## config.mk

```make
export PLATFORM = sky130hd
export DESIGN_NAME = smm_ctrl
export DESIGN_NICKNAME = d
export VERILOG_FILES = /design/src/rtl/smm_pkg.sv /design/src/rtl/smm_ctrl.sv
export SDC_FILE = /design/constraint.sdc
export NUM_CORES = 1
export LEC_CHECK = 0
export BUFFER_PORTS_ARGS = -buffer_cell sky130_fd_sc_hd__buf_2
export CORE_MARGIN = 1.5
export CORE_UTILIZATION = 40
export DETAILED_ROUTE_END_ITERATION = 8
export PLACE_DENSITY = 0.66
export SETUP_SLACK_MARGIN = 0.05
export SYNTH_ARGS = -nofsm -noshare
export SYNTH_HDL_FRONTEND = slang
export SYNTH_SLANG_ARGS = --single-unit
```

## constraint.sdc

```tcl
create_clock -name clk -period 2.02 [get_ports clk]
set_clock_uncertainty 0.2 [all_clocks]
set_input_delay 0.202 -clock clk [delete_from_list [all_inputs] [get_ports clk]]
set_output_delay 0.202 -clock clk [all_outputs]
set_load 0.005 [all_outputs]
```

## src/rtl/smm_pkg.sv

```systemverilog
// Shared constants and controller/datapath interface types for the matrix multiplier.
package smm_pkg;

  localparam int MAX_DIM_DEF = 8;
  localparam int ELEM_W      = 16;
  localparam int RES_W       = 32;
  localparam int CFG_W       = 2;

  localparam logic [CFG_W-1:0] SIZE_LOG2_RST = 2'd3;

  // Commands from the controller to the datapath
  typedef struct packed {
    logic wr_en;     // store the loaded pair at (row, col)
    logic rd_en;     // read A[row][col] and row col of B
    logic first_k;   // first term of a dot product
    logic last_k;    // last term of a dot product
    logic last_row;  // row being read is the final row of C
  } cmd_t;

  // Status from the datapath to the controller
  typedef struct packed {
    logic busy;      // a row is in the pipeline or waits in the accumulators
  } sts_t;

endpackage

```

## src/rtl/smm_ctrl.sv

```systemverilog
// Controller: size register, load/compute sequencing and row/column counters.
module smm_ctrl #(
  parameter int MAX_DIM = smm_pkg::MAX_DIM_DEF,
  parameter int IDX_W   = (MAX_DIM > 1) ? $clog2(MAX_DIM) : 1,
  parameter int CNT_W   = $clog2(MAX_DIM + 1)
) (
  input  logic                     clk,
  input  logic                     rst,
  input  logic                     cfg_wr_en,
  input  logic [smm_pkg::CFG_W-1:0] cfg_wr_data,
  input  logic                     in_valid,
  output logic                     in_stall,
  output smm_pkg::cmd_t            cmd,
  input  smm_pkg::sts_t            sts,
  output logic [IDX_W-1:0]         row_idx,
  output logic [IDX_W-1:0]         col_idx,
  output logic [CNT_W-1:0]         dim
);

  import smm_pkg::*;

  typedef enum logic [1:0] {
    S_LOAD,
    S_ISSUE,
    S_WAIT
  } state_t;

  state_t             state;
  logic [CFG_W-1:0]   size_log2;
  logic [IDX_W-1:0]   row;
  logic [IDX_W-1:0]   col;
  logic [3:0]         pow;
  logic [IDX_W-1:0]   dim_m1;

  // Active dimension, saturated to MAX_DIM
  always_comb begin
    pow    = 4'd1 << size_log2;
    dim    = (pow > 4'(MAX_DIM)) ? CNT_W'(MAX_DIM) : CNT_W'(pow);
    dim_m1 = IDX_W'(dim - CNT_W'(1));
  end

  // Row/col serve as load position during loading and as (i, k) while computing
  assign row_idx  = row;
  assign col_idx  = col;
  assign in_stall = (state != S_LOAD);

  always_comb begin
    cmd.wr_en    = in_valid && (state == S_LOAD);
    cmd.rd_en    = (state == S_ISSUE);
    cmd.first_k  = (col == '0);
    cmd.last_k   = (col == dim_m1);
    cmd.last_row = (row == dim_m1);
  end

  // State machine and counters
  always_ff @(posedge clk) begin
    if (rst) begin
      state     <= S_LOAD;
      size_log2 <= SIZE_LOG2_RST;
      row       <= '0;
      col       <= '0;
    end else if (cfg_wr_en) begin
      // size change drops any partial load
      size_log2 <= cfg_wr_data;
      row       <= '0;
      col       <= '0;
      state     <= S_LOAD;
    end else begin
      unique case (state)
        S_LOAD: begin
          if (in_valid) begin
            if (col == dim_m1) begin
              col <= '0;
              if (row == dim_m1) begin
                row   <= '0;
                state <= S_ISSUE;
              end else begin
                row <= IDX_W'(row + 1'b1);
              end
            end else begin
              col <= IDX_W'(col + 1'b1);
            end
          end
        end
        S_ISSUE: begin
          if (col == dim_m1) begin
            col   <= '0;
            state <= S_WAIT;
          end else begin
            col <= IDX_W'(col + 1'b1);
          end
        end
        S_WAIT: begin
          // next row starts once the accumulators are handed to the output buffer
          if (!sts.busy) begin
            if (row == dim_m1) begin
              row   <= '0;
              state <= S_LOAD;
            end else begin
              row   <= IDX_W'(row + 1'b1);
              state <= S_ISSUE;
            end
          end
        end
        default: state <= S_LOAD;
      endcase
    end
  end

endmodule

```

==> flow_metrics.tcl, run 1 <==
set metrics [dict create \
    status "completed" \
    ant_nets 0 \
    r2r_setup_slack_ps 250 \
    layout-drive-gt1-share 0.380 \
    numCtsBuffers 3 \
    ys_seq_area_frac 0.298 \
    top_layer "met3" \
    grt_remaining_overflow 0 \
    critPathLaunchType "flop" \
    cts_buffer_depth 2 \
    arrival_ps 1460 \
    syn_nets 91 \
    vias 660 \
    synth-edff-count 0 \
    yosysTopAreaCell "dfxtp_1" \
    ios 23 \
    hp-class "in2reg" \
    power_uw 464 \
    die_width_um 44.0 \
    firstDrtPassIters 4 \
    netlist_area_um2 672 \
    finalMaxSlewViolations 0 \
    avgRoutedWirePerCell_um 12.1 \
    h-tree-depth 1 \
    peakVddDrop_v 0.000241 \
    ys_top_cells_by_area "dfxtp_1, ha_1, nor2b_1" \
    synthFlopType "dfxtp_1" \
    crit_chain "nor2b_1 > a32o_1 > nor2_2 > inv_2 > buf_2" \
    criticalPathCategory "reg2out" \
    drc 0 \
    finalCritPeriodShare 0.920 \
    postCtsSetupBuffers 0 \
    grt_antenna_before_repair 0 \
    yosys.cell_count.top_type "dfxtp_1" \
    grt_setup_unrepaired "no" \
    grt_pass1_vias 575 \
    cts_num_sinks 10 \
    clkTransAtPathRegs_ps 80 \
    tns_ps 0 \
    dpl.hpwl_um 1100 \
    viasPerCell 5.32 \
    netlist.area_leader.share 0.298 \
    met1_length_um 752 \
    die_h_um 44.0 \
    hold_violations 0 \
    grt_max_degree 11 \
    core_region_area_mm2 0.00154 \
    cts_tree "done" \
    initial_core_util 0.436 \
    wl_met2_um 679 \
    drt_iter0_markers 10 \
    leakage_uw 0.000400 \
    setup_slack_ps 161 \
    synthCells 81 \
    antennaDiodeCount 0 \
    gp_congestion 0.803 \
    p_per_area_mw_per_mm2 537 \
    setup_viol 0 \
    ys.warnings.count 0 \
    fin_crit_ps 1860 \
    worst_pin_slew_ps 269 \
    wirelength_um 1500 \
    nFillCells 167 \
    groute.usage.overall 0.170 \
    path_max_fanout 10 \
    cp_slowest_cell "dfxtp_2" \
    postSynthAreaPerCell_um2 8.29 \
    maxCapViolCount 0 \
    endpoint_kind "output pin" \
    synthDistinctLibCells 36 \
    synth_top_cells_by_count "dfxtp_1, nor2_1, a21oi_1, nand2_1, nor2b_1" \
    clkLatencyLatePin_ps 270 \
    ys_seq_elements 10 \
    rows 14 \
    max_stage_delay_ps 370 \
    async_flop_share 0 \
    place_ws_ps 201 \
    nets 119 \
    clk_root_buffer_cell "clkbuf_4" \
    slew_headroom 0.820 \
    cp.required_ps 1620 \
    design.die.area_mm2 0.00193 \
    area_delta_synth_final_pct 28.5 \
    port_buffers 22 \
    timing.fmax_mhz 538 \
    route.met3.wl_um 66 \
    grt_pass1_wl_um 2460 \
]
cell families after synthesis:
logic type,count (synthesis),share of synthesized area
AO/OA/AOI/OAI,16,0.184
buffers and inverters,8,0.0577
AND/OR/NAND/NOR,42,0.376
XOR/XNOR,1,0.0130
multiplexers,1,0.0149
adder cells (fa/ha/maj),3,0.0559
flip-flops,10,0.298
final timing paths:
check / from / end / depth (start not counted)
max: size_log2[0] / cmd[1] / 5
min reg2reg: col_idx[1] / col_idx[1] / 2
min: sts / state[1] / 3
max reg2reg: state[1] / row_idx[1] / 5
routing by layer:
layer / vias to the layer above / track usage
li1: 342 / -
met1: 303 / 0.208
met2: 15 / 0.282
met3: 0 / 0.0542
met4: 0 / 0.0545
met5: - / 0
layout make-up:
cell class                      instances  area, µm²  area share
Tap cell                               16       20.0      0.0232
Multi-Input combinational cell         63        433       0.501
Inverter                                5       18.8      0.0217
Timing Repair Buffer                   26        150       0.174
Clock buffer                            4       36.3      0.0420
Sequential cell                        10        205       0.238
worst max-delay path: cells and delay by family, from the launching register on:
kind                   cells  cell delay, ps
AOI/OAI and AO/OA          1             280
DFF                        1             370
buffers and inverters      2             220
and+or+nand+nor            2             320
layout by cell type, fill, tap and decap left out, types with 2 or more instances in the layout:
cell and n:
ha_1 3, dfxtp_2 4, nor2_2 2, nor2_1 7
clkbuf_4 3, a32o_1 3, inv_1 4, buf_2 22
nand3_1 3, or3_1 2, nor3b_1 3, dfxtp_1 6
or2_2 3, a211o_1 2, a21oi_1 5, dlygate4sd3_1 4
and3_1 3, nor2b_1 5, nand2_1 5
registers in the layout (all words and copies together), names as in the netlist:
| name | flops |
|---|---|
| size_log2 | 2 |
| state | 2 |
| col_idx | 3 |
| row_idx | 3 |
power breakdown:
group / total, µW / internal [µW] / switching (µW)
Sequential: 211 / 202 / 9.31
Combinational: 65.5 / 35.1 / 30.4
Clock: 187 / 109 / 77.8
stage by stage:
step	hold slack [ps]	cells	util	instance area, µm²
after floorplan	101	81	-	672
after global placement	210	116	0.507	782
after detailed placement	216	116	0.507	782
after CTS	8.45	124	0.557	858
after global routing	12.6	124	0.560	863
final	11.1	124	0.560	863
repair_timing:
item | in CTS | in global routing
setup endpoints to repair | 0 | 2
hold buffers | 4 | 0
resized for setup | 0 | 4
endpoints found under the hold margin | 2 | 0
No activity file was read; power rests on OpenSTA's default activity.
==> inputs of run 2 (changes only) <==
--- a/config.mk
+++ b/config.mk
@@ -7,2 +7,3 @@
 export LEC_CHECK = 0
+export ABC_AREA = 1
 export BUFFER_PORTS_ARGS = -buffer_cell sky130_fd_sc_hd__buf_2
==> constraint.sdc (replaced) <==
create_clock -name clk -period 2.02 [get_ports clk]
set_clock_uncertainty 0.2 [all_clocks]
set_input_delay 0.303 -clock clk [delete_from_list [all_inputs] [get_ports clk]]
set_output_delay 0.303 -clock clk [all_outputs]
set_load 0.005 [all_outputs]
==> flow_metrics.tcl, run 2 <==
set metrics [dict create \
    criticalPathCategory "reg2out" \
    clk_root_buffer_cell "clkbuf_4" \
    timing.hold.ws_ps 44.0 \
    arrival_ps 1370 \
    p_per_area_mw_per_mm2 504 \
    route.met3.wl_um 86 \
    maxCapViolCount 0 \
    cts_hold_buf 0 \
    grt_antenna_before_repair 0 \
    grt_pass1_wl_um 2550 \
    placedCellCount 140 \
    yosysTopAreaCell "dfxtp_1" \
    yosys.cell_count.top_type "nand2_1" \
    cp.required_ps 1520 \
    mostFrequentLayoutCells "nand2_1, buf_2, inv_1" \
    layout.cells.non_filler 143 \
    rows 14 \
    ys.warnings.count 0 \
    postSynthAreaPerCell_um2 6.58 \
    grt_max_degree 11 \
    synth-edff-count 0 \
    ys_seq_area_frac 0.295 \
    fin_crit_ps 1880 \
    numCtsBuffers 3 \
    cts_buffer_depth 2 \
    async_flop_share 0 \
    syn_nets 113 \
    synthFlopType "dfxtp_1" \
    ys_top_cells_by_area "dfxtp_1, nand2_1, inv_1" \
    leakage_uw 0.000457 \
    peakVddDrop_v 0.000350 \
    ys_seq_elements 10 \
    power_uw 414 \
    clkLatencyLatePin_ps 270 \
    initial_core_util 0.440 \
    gp_congestion 0.747 \
    die_width_um 44.2 \
    worst_pin_slew_ps 532 \
    groute.usage.overall 0.178 \
    synthDistinctLibCells 20 \
    final_common_cell "nand2_1" \
    ios 23 \
    grt_setup_unrepaired "no" \
    h-tree-depth 1 \
    met1_length_um 727 \
    layout-drive-gt1-share 0.260 \
    critPathLaunchType "flop" \
    finalCritPeriodShare 0.929 \
    hp-class "in2reg" \
    postCtsSetupBuffers 0 \
    viasPerCell 4.91 \
    cts_num_sinks 10 \
    dpl.hpwl_um 1250 \
    tns_ps 0 \
    clkTransAtPathRegs_ps 70 \
    ant_nets 0 \
    antennaDiodeCount 0 \
    setup_viol 0 \
    slew_headroom 0.645 \
    synthCells 103 \
    status "completed" \
    wirelength_um 1570 \
    drt_iter0_markers 14 \
    hold_violations 0 \
    cts_tree "done" \
    nFillCells 156 \
    area_delta_synth_final_pct 21.0 \
    firstDrtPassIters 4 \
    nets 139 \
    timing.fmax_mhz 533 \
    avgRoutedWirePerCell_um 11.0 \
    synth_top_cells_by_count "nand2_1, inv_1, nor2_1, dfxtp_1, a21oi_1" \
    core_region_area_mm2 0.00154 \
    path_max_fanout 8 \
    vias 702 \
    die_h_um 44.2 \
    endpoint_kind "output pin" \
    design.die.area_mm2 0.00195 \
    finalMaxSlewViolations 0 \
    wl_met2_um 723 \
    port_buffers 22 \
    top_layer "met4" \
    grt_remaining_overflow 0 \
    netlist.area_leader.share 0.295 \
    grt_pass1_vias 605 \
    netlist_area_um2 678 \
    drc 0 \
]
[run 2: layout make-up]
cell class	count	area (µm²)	area share
Clock buffer	3	22.5	0.0274
Inverter	19	71.3	0.0869
Multi-Input combinational cell	73	395	0.482
Sequential cell	10	201	0.245
Tap cell	16	20.0	0.0244
Timing Repair Buffer	22	110	0.134
[run 2: metal layers]
metal / vias to the layer above / global-route usage
met4: 0 / 0.0909
met5: - / 0
met1: 303 / 0.224
met2: 24 / 0.285
li1: 370 / -
met3: 5 / 0.0367
[run 2: stage by stage]
| step | worst slack (ps) | cell area [µm²] | util |
|---|---|---|---|
| floorplan | 587 | 678 | - |
| global placement | 388 | 797 | 0.517 |
| detailed placement | 321 | 797 | 0.517 |
| CTS | 60.3 | 820 | 0.532 |
| global route | 57.3 | 821 | 0.532 |
| finish | 144 | 821 | 0.532 |
[run 2: what timing repair did]
item,in CTS,in global routing
setup endpoints to repair,0,2
endpoints found under the hold margin,0,0
gates resized for setup,0,1
[run 2: final timing paths]
path	start	end	slack (ps)	cells after the start
worst max register to register	size_log2[0]	row_idx[0]	380	7
worst min-delay path	cfg_wr_data[1]	size_log2[1]	40	3
worst max-delay path	size_log2[0]	cmd[1]	140	6
worst min register to register	col_idx[0]	col_idx[0]	310	2
[run 2: cell families (layout without fill, tap and decap cells)]
logic type | Yosys count | after routing | synth area share
flops | 10 | 10 | 0.295
compound gates | 13 | 13 | 0.0996
xor+xnor | 4 | 4 | 0.0517
simple gates | 53 | 53 | 0.376
buf+inv | 20 | 44 | 0.122
fa+ha+maj | 3 | 3 | 0.0554
[run 2: worst max-delay path, cell delays in order (launching register included)]
cell	delay (ps)
dfxtp_1	500
nand2_1	140
nand2_1	80
nand2_1	80
nand3_2	120
inv_1	60
buf_2	120
[run 2: power breakdown]
group	internal (µW)	switching, µW	leakage [µW]
clock	69.1	72.6	0.0000138
sequential	202	9.94	0.0000811
combinational	24.7	35.2	0.000363
total	296	118	0.000457
==> inputs of run 3 (changes only) <==
- BUFFER_PORTS_ARGS: -buffer_cell sky130_fd_sc_hd__buf_2 -> default
- DONT_BUFFER_PORTS: default -> 1
- PLACE_DENSITY: 0.66 -> default
==> flow_metrics.tcl, run 3 (synthesized netlist as in run 2, its figures left out) <==
set metrics [dict create \
    status "completed" \
    fin_crit_ps 1880 \
    path_max_fanout 10 \
    groute.usage.overall 0.163 \
    crit_chain "nand2_1 > nand2_1 > nand2_1 > nand3_2 > inv_1" \
    cts_tree "done" \
    numCtsBuffers 3 \
    critPathLaunchType "flop" \
    rows 14 \
    cp_top_family "flip-flops" \
    tns_ps 0 \
    leakage_uw 0.000380 \
    nets 122 \
    grt_antenna_before_repair 0 \
    worstRegToRegCells 7 \
    drc 0 \
    peakVddDrop_v 0.000524 \
    hold_violations 0 \
    ant_nets 0 \
    clkLatencyLatePin_ps 270 \
    slew_headroom 0.676 \
    power_uw 452 \
    initial_core_util 0.440 \
    firstDrtPassIters 4 \
    viasPerCell 4.95 \
    port_buffers 0 \
    avgRoutedWirePerCell_um 11.4 \
    worst_pin_slew_ps 486 \
    die_width_um 44.2 \
    die_h_um 44.2 \
    maxCapViolCount 0 \
    dpl.hpwl_um 1090 \
    grt_max_degree 11 \
    antennaDiodeCount 0 \
    critPathBufInv 1 \
    h-tree-depth 1 \
    final_common_cell "nand2_1" \
    hp-class "in2reg" \
    clk_root_buffer_cell "clkbuf_4" \
    vias 629 \
    finalCritPeriodShare 0.930 \
    wirelength_um 1450 \
    cp.required_ps 1520 \
    design.die.area_mm2 0.00195 \
    cts_buffer_depth 2 \
    worstSetupPathDepth 5 \
    ios 23 \
    layout-drive-gt1-share 0.0991 \
    max_stage_delay_ps 580 \
    grt_pass1_wl_um 2320 \
    min_path_cells 3 \
    criticalPathCategory "reg2out" \
    grt_remaining_overflow 0 \
    endpoint_kind "output pin" \
    timing.fmax_mhz 532 \
    setup_viol 0 \
    drt_iter0_markers 4 \
    p_per_area_mw_per_mm2 584 \
    postCtsSetupBuffers 0 \
    clkTransAtPathRegs_ps 70 \
    grt_pass1_vias 549 \
    gp_congestion 0.796 \
    arrival_ps 1380 \
    cts_num_sinks 10 \
    area_delta_synth_final_pct 14.0 \
    cp_slowest_cell "dfxtp_1" \
    grt_setup_unrepaired "no" \
    core_region_area_mm2 0.00154 \
    finalMaxSlewViolations 0 \
    crit_path_frequent_cell "nand2_1" \
    mostFrequentLayoutCells "nand2_1, inv_1, nor2_1" \
]
==> run 3: repair_timing <==
| action | CTS | global route |
|---|---|---|
| hold buffers | 5 | 0 |
| gates resized for setup | 0 | 0 |
| hold endpoints to repair | 3 | 0 |
==> run 3: tightest hold or removal path, cell delays in order <==
cell     delay, ps
nor2_1          50
o21ai_0         80
nor2_1          40
==> run 3: worst paths after layout <==
check / to / from / slack [ps]
min: row_idx[0] / rst / 30
max reg2reg: row_idx[0] / size_log2[1] / 330
min reg2reg: state[1] / state[1] / 330
max: cmd[1] / size_log2[1] / 140
==> run 3: layout make-up <==
cell class / count / area [µm²]
Clock buffer: 4 / 36.3
Fill cell: 161 / 768
Inverter: 19 / 71.3
Multi-Input combinational cell: 73 / 395
Sequential cell: 10 / 200
Tap cell: 16 / 20.0
Timing Repair Buffer: 5 / 50.0
==> run 3: through the flow <==
step	util	hold slack (ps)	setup slack (ps)	instance area, µm²	instances
after floorplan	-	203	587	678	103
after global placement	0.446	210	430	687	118
after detailed placement	0.446	215	369	687	118
after CTS	0.502	36.6	168	773	127
after global routing	0.502	52.0	56.1	773	127
final	0.502	31.6	141	773	127
==> run 3: report_power, final <==
| group | leakage, µW | switching, µW | internal (µW) |
|---|---|---|---|
| registers | 0.0000814 | 11.0 | 202 |
| clock network | 0.0000210 | 78.1 | 110 |
| logic | 0.000278 | 30.4 | 21.1 |
| total | 0.000380 | 119 | 332 |
==> run 3: per-layer routing <==
metal | track usage | vias up | part of all wire
li1 | - | 339 | -
met1 | 0.229 | 260 | 0.49
met5 | 0 | - | 0
met3 | 0.0449 | 5 | 0.083
met4 | 0.0909 | 0 | 0.019
met2 | 0.221 | 25 | 0.41
